**config.mk**
```make
export PLATFORM = sky130hd
export DESIGN_NAME = base64_decoder_core
export DESIGN_NICKNAME = d
export VERILOG_FILES = /design/src/hdl/b64d_pkg.sv /design/src/hdl/b64d_front.sv /design/src/hdl/b64d_fifo.sv /design/src/hdl/b64d_back.sv /design/src/hdl/base64_decoder_core.sv
export SDC_FILE = /design/constraint.sdc
export NUM_CORES = 1
export LEC_CHECK = 0
export BUFFER_PORTS_ARGS = -buffer_cell sky130_fd_sc_hd__buf_2
export CORE_ASPECT_RATIO = 0.9
export CORE_MARGIN = 2
export CORE_UTILIZATION = 55
export DETAILED_ROUTE_END_ITERATION = 16
export PLACE_DENSITY = 0.81
export SLEW_MARGIN = 30
export SYNTH_ARGS = -nofsm -noshare
export SYNTH_HDL_FRONTEND = slang
export SYNTH_SLANG_ARGS = --single-unit
export TNS_END_PERCENT = 1
```
**constraint.sdc**
```tcl
create_clock -name clk_i -period 4.6 [get_ports clk_i]
set_input_delay 0.92 -clock clk_i [delete_from_list [all_inputs] [get_ports clk_i]]
set_output_delay 0.92 -clock clk_i [all_outputs]
set_load 0.02 [all_outputs]
```
**src/hdl/b64d_pkg.sv**
```systemverilog
package b64d_pkg;

  localparam int unsigned QueueDepth = 4;
  localparam int unsigned QueueIdxW  = $clog2(QueueDepth);

  localparam logic [1:0] StatusOk    = 2'd0;
  localparam logic [1:0] StatusCount = 2'd1;
  localparam logic [1:0] StatusPad   = 2'd2;

  localparam logic KindData   = 1'b0;
  localparam logic KindStatus = 1'b1;

  localparam logic [7:0] PadChar = 8'h3D;

  typedef struct packed {
    logic [23:0] word;
    logic [1:0]  nbytes;
    logic        has_status;
    logic [1:0]  status;
  } job_t;

  typedef struct packed {
    logic       is_sym;
    logic       is_pad;
    logic [5:0] value;
  } sym_t;

  function automatic sym_t sym_decode(input logic [7:0] c);
    sym_t s;
    s.is_sym = 1'b1;
    s.is_pad = 1'b0;
    s.value  = 6'd0;
    if (c inside {[8'h41:8'h5A]}) begin
      s.value = 6'(c - 8'h41);
    end else if (c inside {[8'h61:8'h7A]}) begin
      s.value = 6'(c - 8'h61 + 8'd26);
    end else if (c inside {[8'h30:8'h39]}) begin
      s.value = 6'(c - 8'h30 + 8'd52);
    end else if (c == 8'h2B) begin
      s.value = 6'd62;
    end else if (c == 8'h2F) begin
      s.value = 6'd63;
    end else if (c == PadChar) begin
      s.is_pad = 1'b1;
    end else begin
      s.is_sym = 1'b0;
    end
    return s;
  endfunction

endpackage

```
**src/hdl/b64d_front.sv**
```systemverilog
module b64d_front (
  input  logic           clk_i,
  input  logic           rst_ni,
  input  logic           accept_i,
  input  logic [7:0]     char_in_i,
  input  logic           final_char_i,
  output logic           push_o,
  output b64d_pkg::job_t job_o
);
  import b64d_pkg::*;

  logic [17:0] group_q, group_d;
  logic [1:0]  slot_q, slot_d;
  logic [2:0]  pad_q, pad_d;
  logic        after_pad_q, after_pad_d;
  logic        pad_err_q, pad_err_d;
  logic [1:0]  vmf_q, vmf_d;
  logic        any_q, any_d;
  sym_t        sym;
  logic [2:0]  pad_new;

  always_comb begin
    sym         = sym_decode(char_in_i);
    group_d     = group_q;
    slot_d      = slot_q;
    pad_d       = pad_q;
    after_pad_d = after_pad_q;
    pad_err_d   = pad_err_q;
    vmf_d       = vmf_q;
    any_d       = any_q;
    pad_new     = pad_q;
    job_o       = '0;
    if (sym.is_sym) begin
      any_d = 1'b1;
      vmf_d = vmf_q + 2'd1;
      if (!after_pad_q) begin
        if (sym.is_pad && pad_q < 3'd4) begin
          pad_new = pad_q + 3'd1;
        end
        pad_d = pad_new;
        if (slot_q < 2'd3) begin
          group_d = {group_q[11:0], sym.value};
          slot_d  = slot_q + 2'd1;
        end else begin
          job_o.word = {group_q, sym.value};
          case (pad_new)
            3'd0: job_o.nbytes = 2'd3;
            3'd1: job_o.nbytes = 2'd2;
            3'd2: job_o.nbytes = 2'd1;
            default: pad_err_d = 1'b1;
          endcase
          if (pad_new != 3'd0) begin
            after_pad_d = 1'b1;
          end
          group_d = '0;
          slot_d  = '0;
          pad_d   = '0;
        end
      end
    end
    if (final_char_i) begin
      job_o.has_status = 1'b1;
      if (!any_d || vmf_d != 2'd0) begin
        job_o.status = StatusCount;
      end else if (pad_err_d) begin
        job_o.status = StatusPad;
      end else begin
        job_o.status = StatusOk;
      end
      group_d     = '0;
      slot_d      = '0;
      pad_d       = '0;
      after_pad_d = 1'b0;
      pad_err_d   = 1'b0;
      vmf_d       = '0;
      any_d       = 1'b0;
    end
    push_o = accept_i && (job_o.nbytes != 2'd0 || job_o.has_status);
  end

  always_ff @(posedge clk_i or negedge rst_ni) begin
    if (!rst_ni) begin
      group_q     <= '0;
      slot_q      <= '0;
      pad_q       <= '0;
      after_pad_q <= 1'b0;
      pad_err_q   <= 1'b0;
      vmf_q       <= '0;
      any_q       <= 1'b0;
    end else if (accept_i) begin
      group_q     <= group_d;
      slot_q      <= slot_d;
      pad_q       <= pad_d;
      after_pad_q <= after_pad_d;
      pad_err_q   <= pad_err_d;
      vmf_q       <= vmf_d;
      any_q       <= any_d;
    end
  end

endmodule

```
**src/hdl/b64d_fifo.sv**
```systemverilog
module b64d_fifo (
  input  logic           clk_i,
  input  logic           rst_ni,
  input  logic           push_i,
  input  b64d_pkg::job_t job_i,
  output logic           full_o,
  output logic           valid_o,
  input  logic           pop_i,
  output b64d_pkg::job_t job_o
);
  import b64d_pkg::*;

  job_t                  mem_q [QueueDepth];
  logic [QueueIdxW-1:0]  wr_q, rd_q;
  logic [QueueIdxW:0]    cnt_q;

  assign full_o  = (cnt_q == (QueueIdxW+1)'(QueueDepth));
  assign valid_o = (cnt_q != '0);
  assign job_o   = mem_q[rd_q];

  always_ff @(posedge clk_i) begin
    if (push_i) begin
      mem_q[wr_q] <= job_i;
    end
  end

  always_ff @(posedge clk_i or negedge rst_ni) begin
    if (!rst_ni) begin
      wr_q  <= '0;
      rd_q  <= '0;
      cnt_q <= '0;
    end else begin
      if (push_i) begin
        wr_q <= wr_q + QueueIdxW'(1);
      end
      if (pop_i) begin
        rd_q <= rd_q + QueueIdxW'(1);
      end
      if (push_i && !pop_i) begin
        cnt_q <= cnt_q + (QueueIdxW+1)'(1);
      end else if (!push_i && pop_i) begin
        cnt_q <= cnt_q - (QueueIdxW+1)'(1);
      end
    end
  end

endmodule

```
**src/hdl/b64d_back.sv**
```systemverilog
module b64d_back (
  input  logic           clk_i,
  input  logic           rst_ni,
  input  logic           job_valid_i,
  input  b64d_pkg::job_t job_i,
  output logic           pop_o,
  output logic           out_valid_o,
  input  logic           out_ready_i,
  output logic           item_kind_o,
  output logic [7:0]     data_byte_o,
  output logic [1:0]     status_o,
  output logic           last_result_o
);
  import b64d_pkg::*;

  job_t       cur_q;
  logic       cur_valid_q;
  logic [1:0] idx_q;
  logic       out_valid_q;
  logic       kind_q;
  logic [7:0] byte_q;
  logic [1:0] status_q;
  logic       last_q;

  logic       emit;
  logic       job_end;
  logic [2:0] total;
  logic       is_data;
  logic [7:0] byte_sel;

  always_comb begin
    total   = {1'b0, cur_q.nbytes} + {2'b00, cur_q.has_status};
    emit    = cur_valid_q && (!out_valid_q || out_ready_i);
    job_end = emit && (({1'b0, idx_q} + 3'd1) == total);
    pop_o   = job_valid_i && (!cur_valid_q || job_end);
    is_data = (idx_q < cur_q.nbytes);
    case (idx_q)
      2'd0:    byte_sel = cur_q.word[23:16];
      2'd1:    byte_sel = cur_q.word[15:8];
      2'd2:    byte_sel = cur_q.word[7:0];
      default: byte_sel = 8'd0;
    endcase
  end

  always_ff @(posedge clk_i) begin
    if (pop_o) begin
      cur_q <= job_i;
    end
    if (emit) begin
      kind_q   <= is_data ? KindData : KindStatus;
      byte_q   <= is_data ? byte_sel : 8'd0;
      status_q <= is_data ? StatusOk : cur_q.status;
      last_q   <= !is_data;
    end
  end

  always_ff @(posedge clk_i or negedge rst_ni) begin
    if (!rst_ni) begin
      cur_valid_q <= 1'b0;
      idx_q       <= '0;
      out_valid_q <= 1'b0;
    end else begin
      if (pop_o) begin
        cur_valid_q <= 1'b1;
        idx_q       <= '0;
      end else if (job_end) begin
        cur_valid_q <= 1'b0;
        idx_q       <= '0;
      end else if (emit) begin
        idx_q <= idx_q + 2'd1;
      end
      if (emit) begin
        out_valid_q <= 1'b1;
      end else if (out_ready_i) begin
        out_valid_q <= 1'b0;
      end
    end
  end

  assign out_valid_o   = out_valid_q;
  assign item_kind_o   = kind_q;
  assign data_byte_o   = byte_q;
  assign status_o      = status_q;
  assign last_result_o = last_q;

endmodule

```
**src/hdl/base64_decoder_core.sv**
```systemverilog
// Streaming base64 decoder, standard alphabet, one character per input item.
// A character is accepted in every cycle in which the four-entry job queue
// has room; each character produces zero to three data bytes and, when
// final_char_i is set, one status item after them. Results leave one per
// cycle from a registered output stage while out_ready_i is high, so the
// sustained input rate is one character per cycle as long as the results
// per character average at most one; the output port is what sets that
// limit. A result passes from the job queue through the current-job register
// to the output register before it is presented.
module base64_decoder_core (
  input  logic       clk_i,
  input  logic       rst_ni,
  input  logic       in_valid_i,
  output logic       in_ready_o,
  input  logic [7:0] char_in_i,
  input  logic       final_char_i,
  output logic       out_valid_o,
  input  logic       out_ready_i,
  output logic       item_kind_o,
  output logic [7:0] data_byte_o,
  output logic [1:0] status_o,
  output logic       last_result_o
);
  import b64d_pkg::*;

  logic accept;
  logic push;
  logic full;
  logic q_valid;
  logic pop;
  job_t job_in;
  job_t job_out;

  assign in_ready_o = !full;
  assign accept     = in_valid_i && !full;

  b64d_front u_front (
    .clk_i        (clk_i),
    .rst_ni       (rst_ni),
    .accept_i     (accept),
    .char_in_i    (char_in_i),
    .final_char_i (final_char_i),
    .push_o       (push),
    .job_o        (job_in)
  );

  b64d_fifo u_fifo (
    .clk_i   (clk_i),
    .rst_ni  (rst_ni),
    .push_i  (push),
    .job_i   (job_in),
    .full_o  (full),
    .valid_o (q_valid),
    .pop_i   (pop),
    .job_o   (job_out)
  );

  b64d_back u_back (
    .clk_i         (clk_i),
    .rst_ni        (rst_ni),
    .job_valid_i   (q_valid),
    .job_i         (job_out),
    .pop_o         (pop),
    .out_valid_o   (out_valid_o),
    .out_ready_i   (out_ready_i),
    .item_kind_o   (item_kind_o),
    .data_byte_o   (data_byte_o),
    .status_o      (status_o),
    .last_result_o (last_result_o)
  );

endmodule
```
==> impl.org, run 1 <==
** Timing
- Post-route minimum period :: 3.65 ns
- On the final layout, the worst clock skew is 0.0106 ns.
- Crit share post-route :: 0.793
- In this run the tightest slew margin relative to its limit is 0.428.
- Final number of max-transition violations :: 0
- Actual transition at the worst max-transition pin :: 0.856 ns
- RSZ-0062 raised after global routing :: no
- Setup violations remaining at the end of the flow were counted as 0.
- For the final routed database, the setup TNS stands at 0 ns.
- Worst setup slack after layout :: 0.950 ns
- Achievable Freq :: 0.274 GHz
- The number of failing hold endpoints at the final stage was 0.

** Yosys
- Summed over all instances, the cell type with the most area after synthesis is sky130_fd_sc_hd__edfxtp_1.
- For this run, asynchronously set or reset flops after synthesis account for 0.200.
- Post-Synthesis Cells :: 556
- In this run, synthesis inferred 156 flip-flops with an integrated enable.
- Net Count, Synth :: 593
- Sequential area share after synthesis :: 0.670
- Area fraction of the dominant cell type after synthesis :: 0.554
- Flip-flop and latch count after synthesis :: 195
- Cell area after technology mapping :: 8450 um2
- The netlist uses 68 different library cells.
- Sorting the synthesized cells by area gives the leading types as sky130_fd_sc_hd__edfxtp_1 (55%), sky130_fd_sc_hd__dfrtp_1 (12%), sky130_fd_sc_hd__mux4_2 (7.7%).
- Each instance of the synthesized netlist takes up on average 15.2 um2.
- Dominant register cell in the synthesized netlist :: sky130_fd_sc_hd__edfxtp_1
- Yosys printed 0 warnings.

** Cells and area
- In the final layout, flip-flops and latches occupy 5660 um2.
- Layout filler cell count :: 1004
- The net count of the finished layout is 620.
- Final antenna diode count :: 0
- With fillers left out, the area of the finished cells amounts to 9430 um2.
- The area growth from synthesis to layout is 11.6%.
- The multi-input combinational cells in the finished layout cover a total of 2570 um2.
- For this run, the share of the core covered by cells in the final layout is 0.634.
- Of the cells placed in the final design, the portion with a size suffix greater than 1 is 0.193.

** Drt
- The first routing iteration left 460 violations.
- Across all layers, the routed design uses 4881 vias.
- For this run, design rule violations remaining after detail routing come to 0.
- Total length of routed wires :: 17100 um
- The detail route stage leaves a number of antenna-violating nets equal to 0.
- Dividing the detail-routed via count by the number of cells gives 6.15.
- After detailed routing, the average wire length per cell comes to 21.6 um.
- Highest metal layer used by the detailed router :: met4
- Detailed routing placed a total of 852 um of wire on met3.
- Routed met2 length :: 8950 um
- For this block, wires on met1 add up to 7020 um.
- Detailed Routing Iterations Pass 1 :: 5

** Floorplan
- 27 I/O pins were placed.
- The region available for standard cell placement spans 14900 um2.
- For this configuration, the core starts out at a cell density of 0.568.
- Area of the die :: 16400 um2
- Measured along the y axis, the die boundary spans 122 um.
- Count of standard-cell rows :: 42
- Die W :: 135 um

** Clock network
- Post-CTS Hold Fix Bufs :: 0
- Clock-pin slew was measured on the worst setup and hold paths at 0.07 ns.
- H-tree lvl count :: 4
- The number of gates resized after CTS was 0.
- Clock latency reported for the late side of the worst-skew pair :: 0.43 ns
- TritonCTS built the clock tree.
- Number of buffers on the longest clock path :: 2
- In this run, CTS created clock tree buffers numbering 17.
- Sink count of the clock tree :: 195
- In this run the clock root is driven by a sky130_fd_sc_hd__clkbuf_16.
- # Post-CTS Setup Buffers :: 0

** Setup path
- Walking the worst path, the cells encountered are buf_2 > inv_1 > ha_1 > and2b_2 > nand3_1 > mux2i_1 > o31ai_4 > ha_1 > inv_1 > fa_1 > xor2_1 > nor2_1 > xor2_1.
- Along the worst path, the maximum fanout reaches 9.
- Number of buffer and inverter instances along the worst setup path :: 3
- STA classifies the critical path endpoint as a flip-flop.
- Biggest cell delay along the critical path :: 0.42 ns
- The worst setup path is of the in -> reg kind.
- Worst EP required :: 4.93 ns
- Critical path's top delay family :: adder cells
- The worst setup path is launched from a primary input.
- Worst path slowest cell :: sky130_fd_sc_hd__fa_1
- At the worst endpoint, the arrival time is 3.98 ns.

** Global routing
- Overall Global Routing Usage :: 0.225
- Vias in the first global route :: 4878
- The first global-routing pass estimated 27100 um of wire.
- Maximum number of pins on one net before global-route repair :: 40
- For this run the aggregate overflow at the end of global routing stands at 0.
- Initial antenna violation count :: 0

** Placed design
- Detailed placement ended at an HPWL of 11200 um.
- GPL Wtd Cong :: 0.846
- Number of port buffers :: 26
- Worst setup slack after placement :: 0.613 ns
- Once placement finished, the instance area stood at 8820 um2.

** Power and ir drop
- Overall power consumption after layout is estimated at 5.50 mW.
- PD cells :: 583 nW/um2
- VDD sags by at most 0.380 mV.
- Static leakage :: 3.43 nW

** Min path
- Class of the tightest hold or removal check :: in -> async

** Status
- The flow ran to the end, and the final reports show no timing, DRC or antenna violations.

** Flow run
- Max-cap viol count :: 0
## power breakdown
part,internal (mW),switching [mW]
Clock,0.859,0.615
Combinational,0.602,0.864
Sequential,2.39,0.170
Total,3.85,1.65
## cells by family after synthesis
kind of cell,Yosys count,share of synthesized area
AO/OA/AOI/OAI,84,0.0787
XOR/XNOR,10,0.0104
adder cells (fa/ha/maj),24,0.0364
buffers and inverters,57,0.0275
flip-flops,195,0.670
multiplexers,40,0.0913
AND/OR/NAND/NOR,146,0.0861
## cell usage after synthesis (all sizes together), types with 3 or more instances
master  number
a211o        3
a21oi       16
a222oi       8
a22o         4
and2        11
and3        13
buf         15
clkbuf      14
dfrtp       39
edfxtp     156
ha          23
inv         28
mux2         4
mux2i        7
mux4        29
nand2       38
nand2b       7
nand3       17
nor2        33
nor2b        5
nor3        13
o21ai       16
o31ai        8
xnor2        5
xor2         5
## path summary, 6_finish.rpt
check / startpoint / end / slack, ns / cells after the start
min: rst_ni / u_back.idx_q[0] / 0.46 / 1
max: char_in_i[2] / u_fifo.cnt_q[2] / 0.95 / 13
min in group clk_i: u_front.group_q[13] / u_front.group_q[13] / 0.50 / 2
max reg2reg: u_back.cur_q[3] / u_fifo.cnt_q[1] / 1.48 / 11
max in group asynchronous: rst_ni / u_fifo.rd_q[0] / 3.75 / 1
min reg2reg: u_front.group_q[13] / u_front.group_q[13] / 0.50 / 2
## worst register-to-register path, delay by kind of cell, from the launching register on
kind	cells	cell delay, ns
and+or+nand+nor	1	0.25
DFF	1	0.41
buffers and inverters	3	0.59
adders and majority gates	4	1.10
muxes	1	0.28
xor gates and xnor gates	1	0.16
AOI/OAI and AO/OA	1	0.22
## cell type report
cell class | instances | area share
Sequential cell | 195 | 0.600
Multi-Input combinational cell | 304 | 0.273
Clock buffer | 21 | 0.0509
Tap cell | 198 | 0.0263
Timing Repair Buffer | 37 | 0.0255
Clock inverter | 11 | 0.0131
Inverter | 28 | 0.0111
## layer usage
metal,up-vias,track usage
li1,2180,-
met1,2478,0.288
met2,195,0.392
met3,28,0.0387
met4,0,0.0803
met5,-,0
## through the flow
step	hold WS (ns)	std cells
3_5_place_dp	0.493	762
4_1_cts	0.505	794
6_report	0.463	794
5_1_grt	0.489	794
3_3_place_gp	0.478	762
2_1_floorplan	0.461	556
## state kept, by name, indices dropped and copies added, names as in the netlist, 3 cells and up
signal / count
u_back.cur_q: 29
u_back.data_byte_o: 8
u_fifo.cnt_q: 3
u_fifo.mem_q: 116
u_front.group_q: 18
u_front.pad_q: 3
## placed cells by master, fill, tap and decap left out, types with 3 or more instances in the layout
master and instances:
sky130_fd_sc_hd__ha_1 23, sky130_fd_sc_hd__nor2_1 33, sky130_fd_sc_hd__a22o_1 3, sky130_fd_sc_hd__nand2_1 38
sky130_fd_sc_hd__mux2i_1 7, sky130_fd_sc_hd__dfrtp_1 38, sky130_fd_sc_hd__clkbuf_16 17, sky130_fd_sc_hd__o31ai_1 7
sky130_fd_sc_hd__edfxtp_1 156, sky130_fd_sc_hd__o21ai_0 9, sky130_fd_sc_hd__xor2_1 5, sky130_fd_sc_hd__nor2b_1 5
sky130_fd_sc_hd__nand2b_1 7, sky130_fd_sc_hd__mux4_2 29, sky130_fd_sc_hd__xnor2_1 5, sky130_fd_sc_hd__a222oi_1 8
sky130_fd_sc_hd__a211o_1 3, sky130_fd_sc_hd__a21oi_1 14, sky130_fd_sc_hd__nand3_1 17, sky130_fd_sc_hd__inv_1 28
sky130_fd_sc_hd__clkinvlp_4 4, sky130_fd_sc_hd__clkbuf_8 4, sky130_fd_sc_hd__and2_1 9, sky130_fd_sc_hd__nor3_1 11
sky130_fd_sc_hd__buf_4 10, sky130_fd_sc_hd__o21ai_1 6, sky130_fd_sc_hd__buf_2 25, sky130_fd_sc_hd__and3_1 13
No activity file was read; power rests on OpenSTA's default activity.
==> run 2: changes to the inputs <==
Clock period 4.6 ns to 3.6 ns, I/O delays scaled along.
==> run 2 against run 1 <==
  * Clock power is 31% higher
  * Critical path type unchanged
  * Hold slack worse by 0.20 ns
  * Worst setup slack worse by 0.44 ns
  * Clock skew is 0.0017 ns lower
  * Sequential share of layout area is 0.24 points lower
==> impl.org, run 2 (same netlist as run 1, synthesis figures left out) <==
** Setup path
- CP endpoint kind :: flip-flop (unchanged)
- Arrival time at the worst endpoint :: 3.45 ns (was 3.98 ns)
- Sort of element at the start of the critical path :: primary input (unchanged)
- Slack of the worst reg-to-reg path :: 0.71 ns (was 1.48 ns)
- The number of cells on the worst reg-to-reg path was 11 (unchanged).
- The critical path data required time came to 3.96 ns (was 4.93 ns).
- CP Class :: in -> reg (unchanged)
- The critical register-to-register path startpoint is u_front.pad_q[0] (was u_back.cur_q[3]).
- R2r endpoint :: u_fifo.cnt_q[2] (was u_fifo.cnt_q[1])
- The largest fanout on the critical path was 6 (was 9).

** Drt
- DR WL/cell :: 20.2 um (was 21.6 um)
- Total length of routed wires :: 16200 um (was 17100 um)
- Residual DRC :: 0 (unchanged)
- The vias per cell came to 6.08 (was 6.15).
- Detailed Routing Iterations Pass 1 :: 5 (unchanged)
- The number of violations reported at the end of detailed-routing iteration 0 is 469 (was 460).
- The number of nets with antenna violations after routing is 0 (unchanged).
- The via count came to 4875 (was 4881).

** Timing
- Final number of max-transition violations :: 0 (unchanged)
- The total setup violations reported at the end of the flow was 0 (unchanged).
- Final Hold Violating Endpoints :: 0 (unchanged)
- The worst clock skew is 0.00889 ns (was 0.0106 ns).
- The tightest hold margin was 0.266 ns (was 0.463 ns).
- The setup slack after layout was 0.507 ns (was 0.950 ns).
- The clock period could shrink to 3.09 ns.
- RSZ-0062 raised after global routing :: no (unchanged)
- In the finished design, the share of the clock period the worst path needs comes to 0.859.
- Achievable Freq :: 0.323 GHz
- Total negative slack for setup checks :: 0 ns (unchanged)
- The remaining max-slew budget at the tightest pin came to 0.313 (was 0.428).
- Actual transition at the worst max-transition pin :: 1.03 ns (was 0.856 ns)

** Cells and area
- Final net count :: 628 (was 620)
- Layout cells sized above 1 :: 0.202 (was 0.193)
- Final antenna diode count :: 0 (unchanged)
- The multi-input logic area was 2570 um2 (unchanged).
- The storage element area was 5660 um2 (unchanged).
- Regs by FF count: u_fifo.mem_q: 116 flops, u_back.cur_q: 29 flops, u_front.group_q: 18 flops (unchanged).
- The area added between synthesis and finish came to 12.0% (was 11.6%).
- Commonest non-fill, non-tap cells in the layout: sky130_fd_sc_hd__edfxtp_1 (156), sky130_fd_sc_hd__nand2_1 (38), sky130_fd_sc_hd__dfrtp_1 (38) (unchanged).
- The number of filler cells placed in the layout was 1009 (was 1004).
- Final instance area :: 9470 um2 (was 9430 um2)
- Flip-flop count of the largest register after layout :: 116 (unchanged)
- Most frequent standard cell in the layout excluding fill and tap cells :: sky130_fd_sc_hd__edfxtp_1 (unchanged)
- Final core utilization :: 0.637 (was 0.634)
- Reg with most FFs :: u_fifo.mem_q (unchanged)

** Status
- Result of the run: finished clean (unchanged).

** Floorplan
- Area of the placeable core :: 14900 um2 (unchanged)
- IO Count :: 27 (unchanged)
- The width of the chip is 135 um (unchanged).
- Area of the die :: 16400 um2 (unchanged)
- The die height is 122 um (unchanged).
- Count of standard-cell rows :: 42 (unchanged)
- Starting Density :: 0.568 (unchanged)

** Clock network
- Resized Gates After CTS :: 0 (unchanged)
- Clock latency reported for the late side of the worst-skew pair :: 0.43 ns (about the same)
- The maximum level of the CTS H-tree came to 4 (unchanged).
- The post-CTS setup-driven buffer insertion count was 0 (unchanged).
- Post-CTS Hold Fix Bufs :: 0 (unchanged)
- The CTS buffer count was 17 (unchanged).
- Number of buffers on the longest clock path :: 2 (unchanged)
- The clock input transition at the sequential cells of the worst setup and hold paths came to 0.07 ns (about the same).
- The buffer type at the clock tree root is sky130_fd_sc_hd__clkbuf_16 (unchanged).
- The clock sink count came to 195 (unchanged).
- The clock tree from TritonCTS is built (unchanged).

** Power and ir drop
- PD cells :: 743 nW/um2 (was 583 nW/um2)
- Static leakage :: 3.47 nW (was 3.43 nW)
- Maximum vdd ir drop :: 0.471 mV (was 0.380 mV)

** Min path
- The path category of the worst min-delay check is in -> async (unchanged).

** Global routing
- Vias in the first global route :: 4917 (was 4878)
- Overall Global Routing Usage :: 0.219 (was 0.225)
- Total gr overflow :: 0 (unchanged)
- The met3 layer usage reported by global route was 0.0508 (was 0.0387).
- Maximum number of pins on one net before global-route repair :: 40 (unchanged)
- Met2 Usage GRT :: 0.365 (was 0.392)
- Grt met1 use :: 0.286 (was 0.288)
- Initial antenna violation count :: 0 (unchanged)
- Wire length of the first global-routing pass :: 26600 um (was 27100 um)
- Most utilized layer in the global route result :: met2 (unchanged)

** Placed design
- Post-DP Area :: 8860 um2 (was 8820 um2)
- The final RePlAce weighted congestion is 0.830 (was 0.846).
- The half-perimeter wire length after placement was 10600 um (was 11200 um).
- Number of port buffers :: 26 (unchanged)
- The worst slack at placement came to 0.0714 ns (was 0.613 ns).

** Flow run
- The number of violations of the max-capacitance limit came to 0 (unchanged).
## run 2: cell types whose count changed in the layout (fill, tap and decap cells not counted), sizes merged
cell      change
clkinvlp      -2
inv           -1
clkbuf        +2
bufinv        +1
buf           +8
## run 2: worst max path at each step
stage                            start              end  cells after the start
after floorplan           char_in_i[2]  u_fifo.cnt_q[1]                     11
after global placement    char_in_i[2]  u_fifo.cnt_q[2]                     15
after detailed placement  char_in_i[2]  u_fifo.cnt_q[2]                     15
after CTS                 char_in_i[2]  u_fifo.cnt_q[2]                     15
after global routing      char_in_i[2]  u_fifo.cnt_q[2]                     15
final                     char_in_i[2]  u_fifo.cnt_q[2]                     15
## run 2: cell type report
type	instances	share of cell area
Clock buffer	23	0.0505
Clock inverter	9	0.0136
Inverter	28	0.0111
Multi-Input combinational cell	304	0.272
Sequential cell	195	0.598
Tap cell	198	0.0262
Timing Repair Buffer	45	0.0291
## run 2: worst max-delay path, stage by stage
cell                       delay (ns)
sky130_fd_sc_hd__buf_2           0.12
sky130_fd_sc_hd__inv_1           0.06
sky130_fd_sc_hd__ha_1            0.23
sky130_fd_sc_hd__buf_4           0.16
sky130_fd_sc_hd__nor2b_1         0.12
sky130_fd_sc_hd__o21ai_0         0.31
sky130_fd_sc_hd__a22o_4          0.20
sky130_fd_sc_hd__o311ai_4        0.12
sky130_fd_sc_hd__o31ai_4         0.24
sky130_fd_sc_hd__ha_1            0.23
sky130_fd_sc_hd__inv_1           0.07
sky130_fd_sc_hd__fa_1            0.43
sky130_fd_sc_hd__xor2_1          0.17
sky130_fd_sc_hd__nor2_1          0.12
sky130_fd_sc_hd__xor2_1          0.15
## run 2: metal layers
layer | vias to the layer above | part of all wire
met4 | 0 | 0.016
met1 | 2477 | 0.42
met5 | - | 0
met2 | 179 | 0.51
met3 | 25 | 0.051
li1 | 2194 | -
## run 2: through the flow
step,power [mW],instances
after floorplan,4.62,556
after global placement,5.07,770
after detailed placement,5.18,770
after CTS,7.09,802
after global routing,7.39,802
final,7.04,802
## run 2: where the power goes
| part | internal (mW) | switching [mW] | total [mW] |
|---|---|---|---|
| sequential | 3.05 | 0.243 | 3.29 |
| clock | 1.15 | 0.768 | 1.92 |
| combinational | 0.777 | 1.05 | 1.83 |
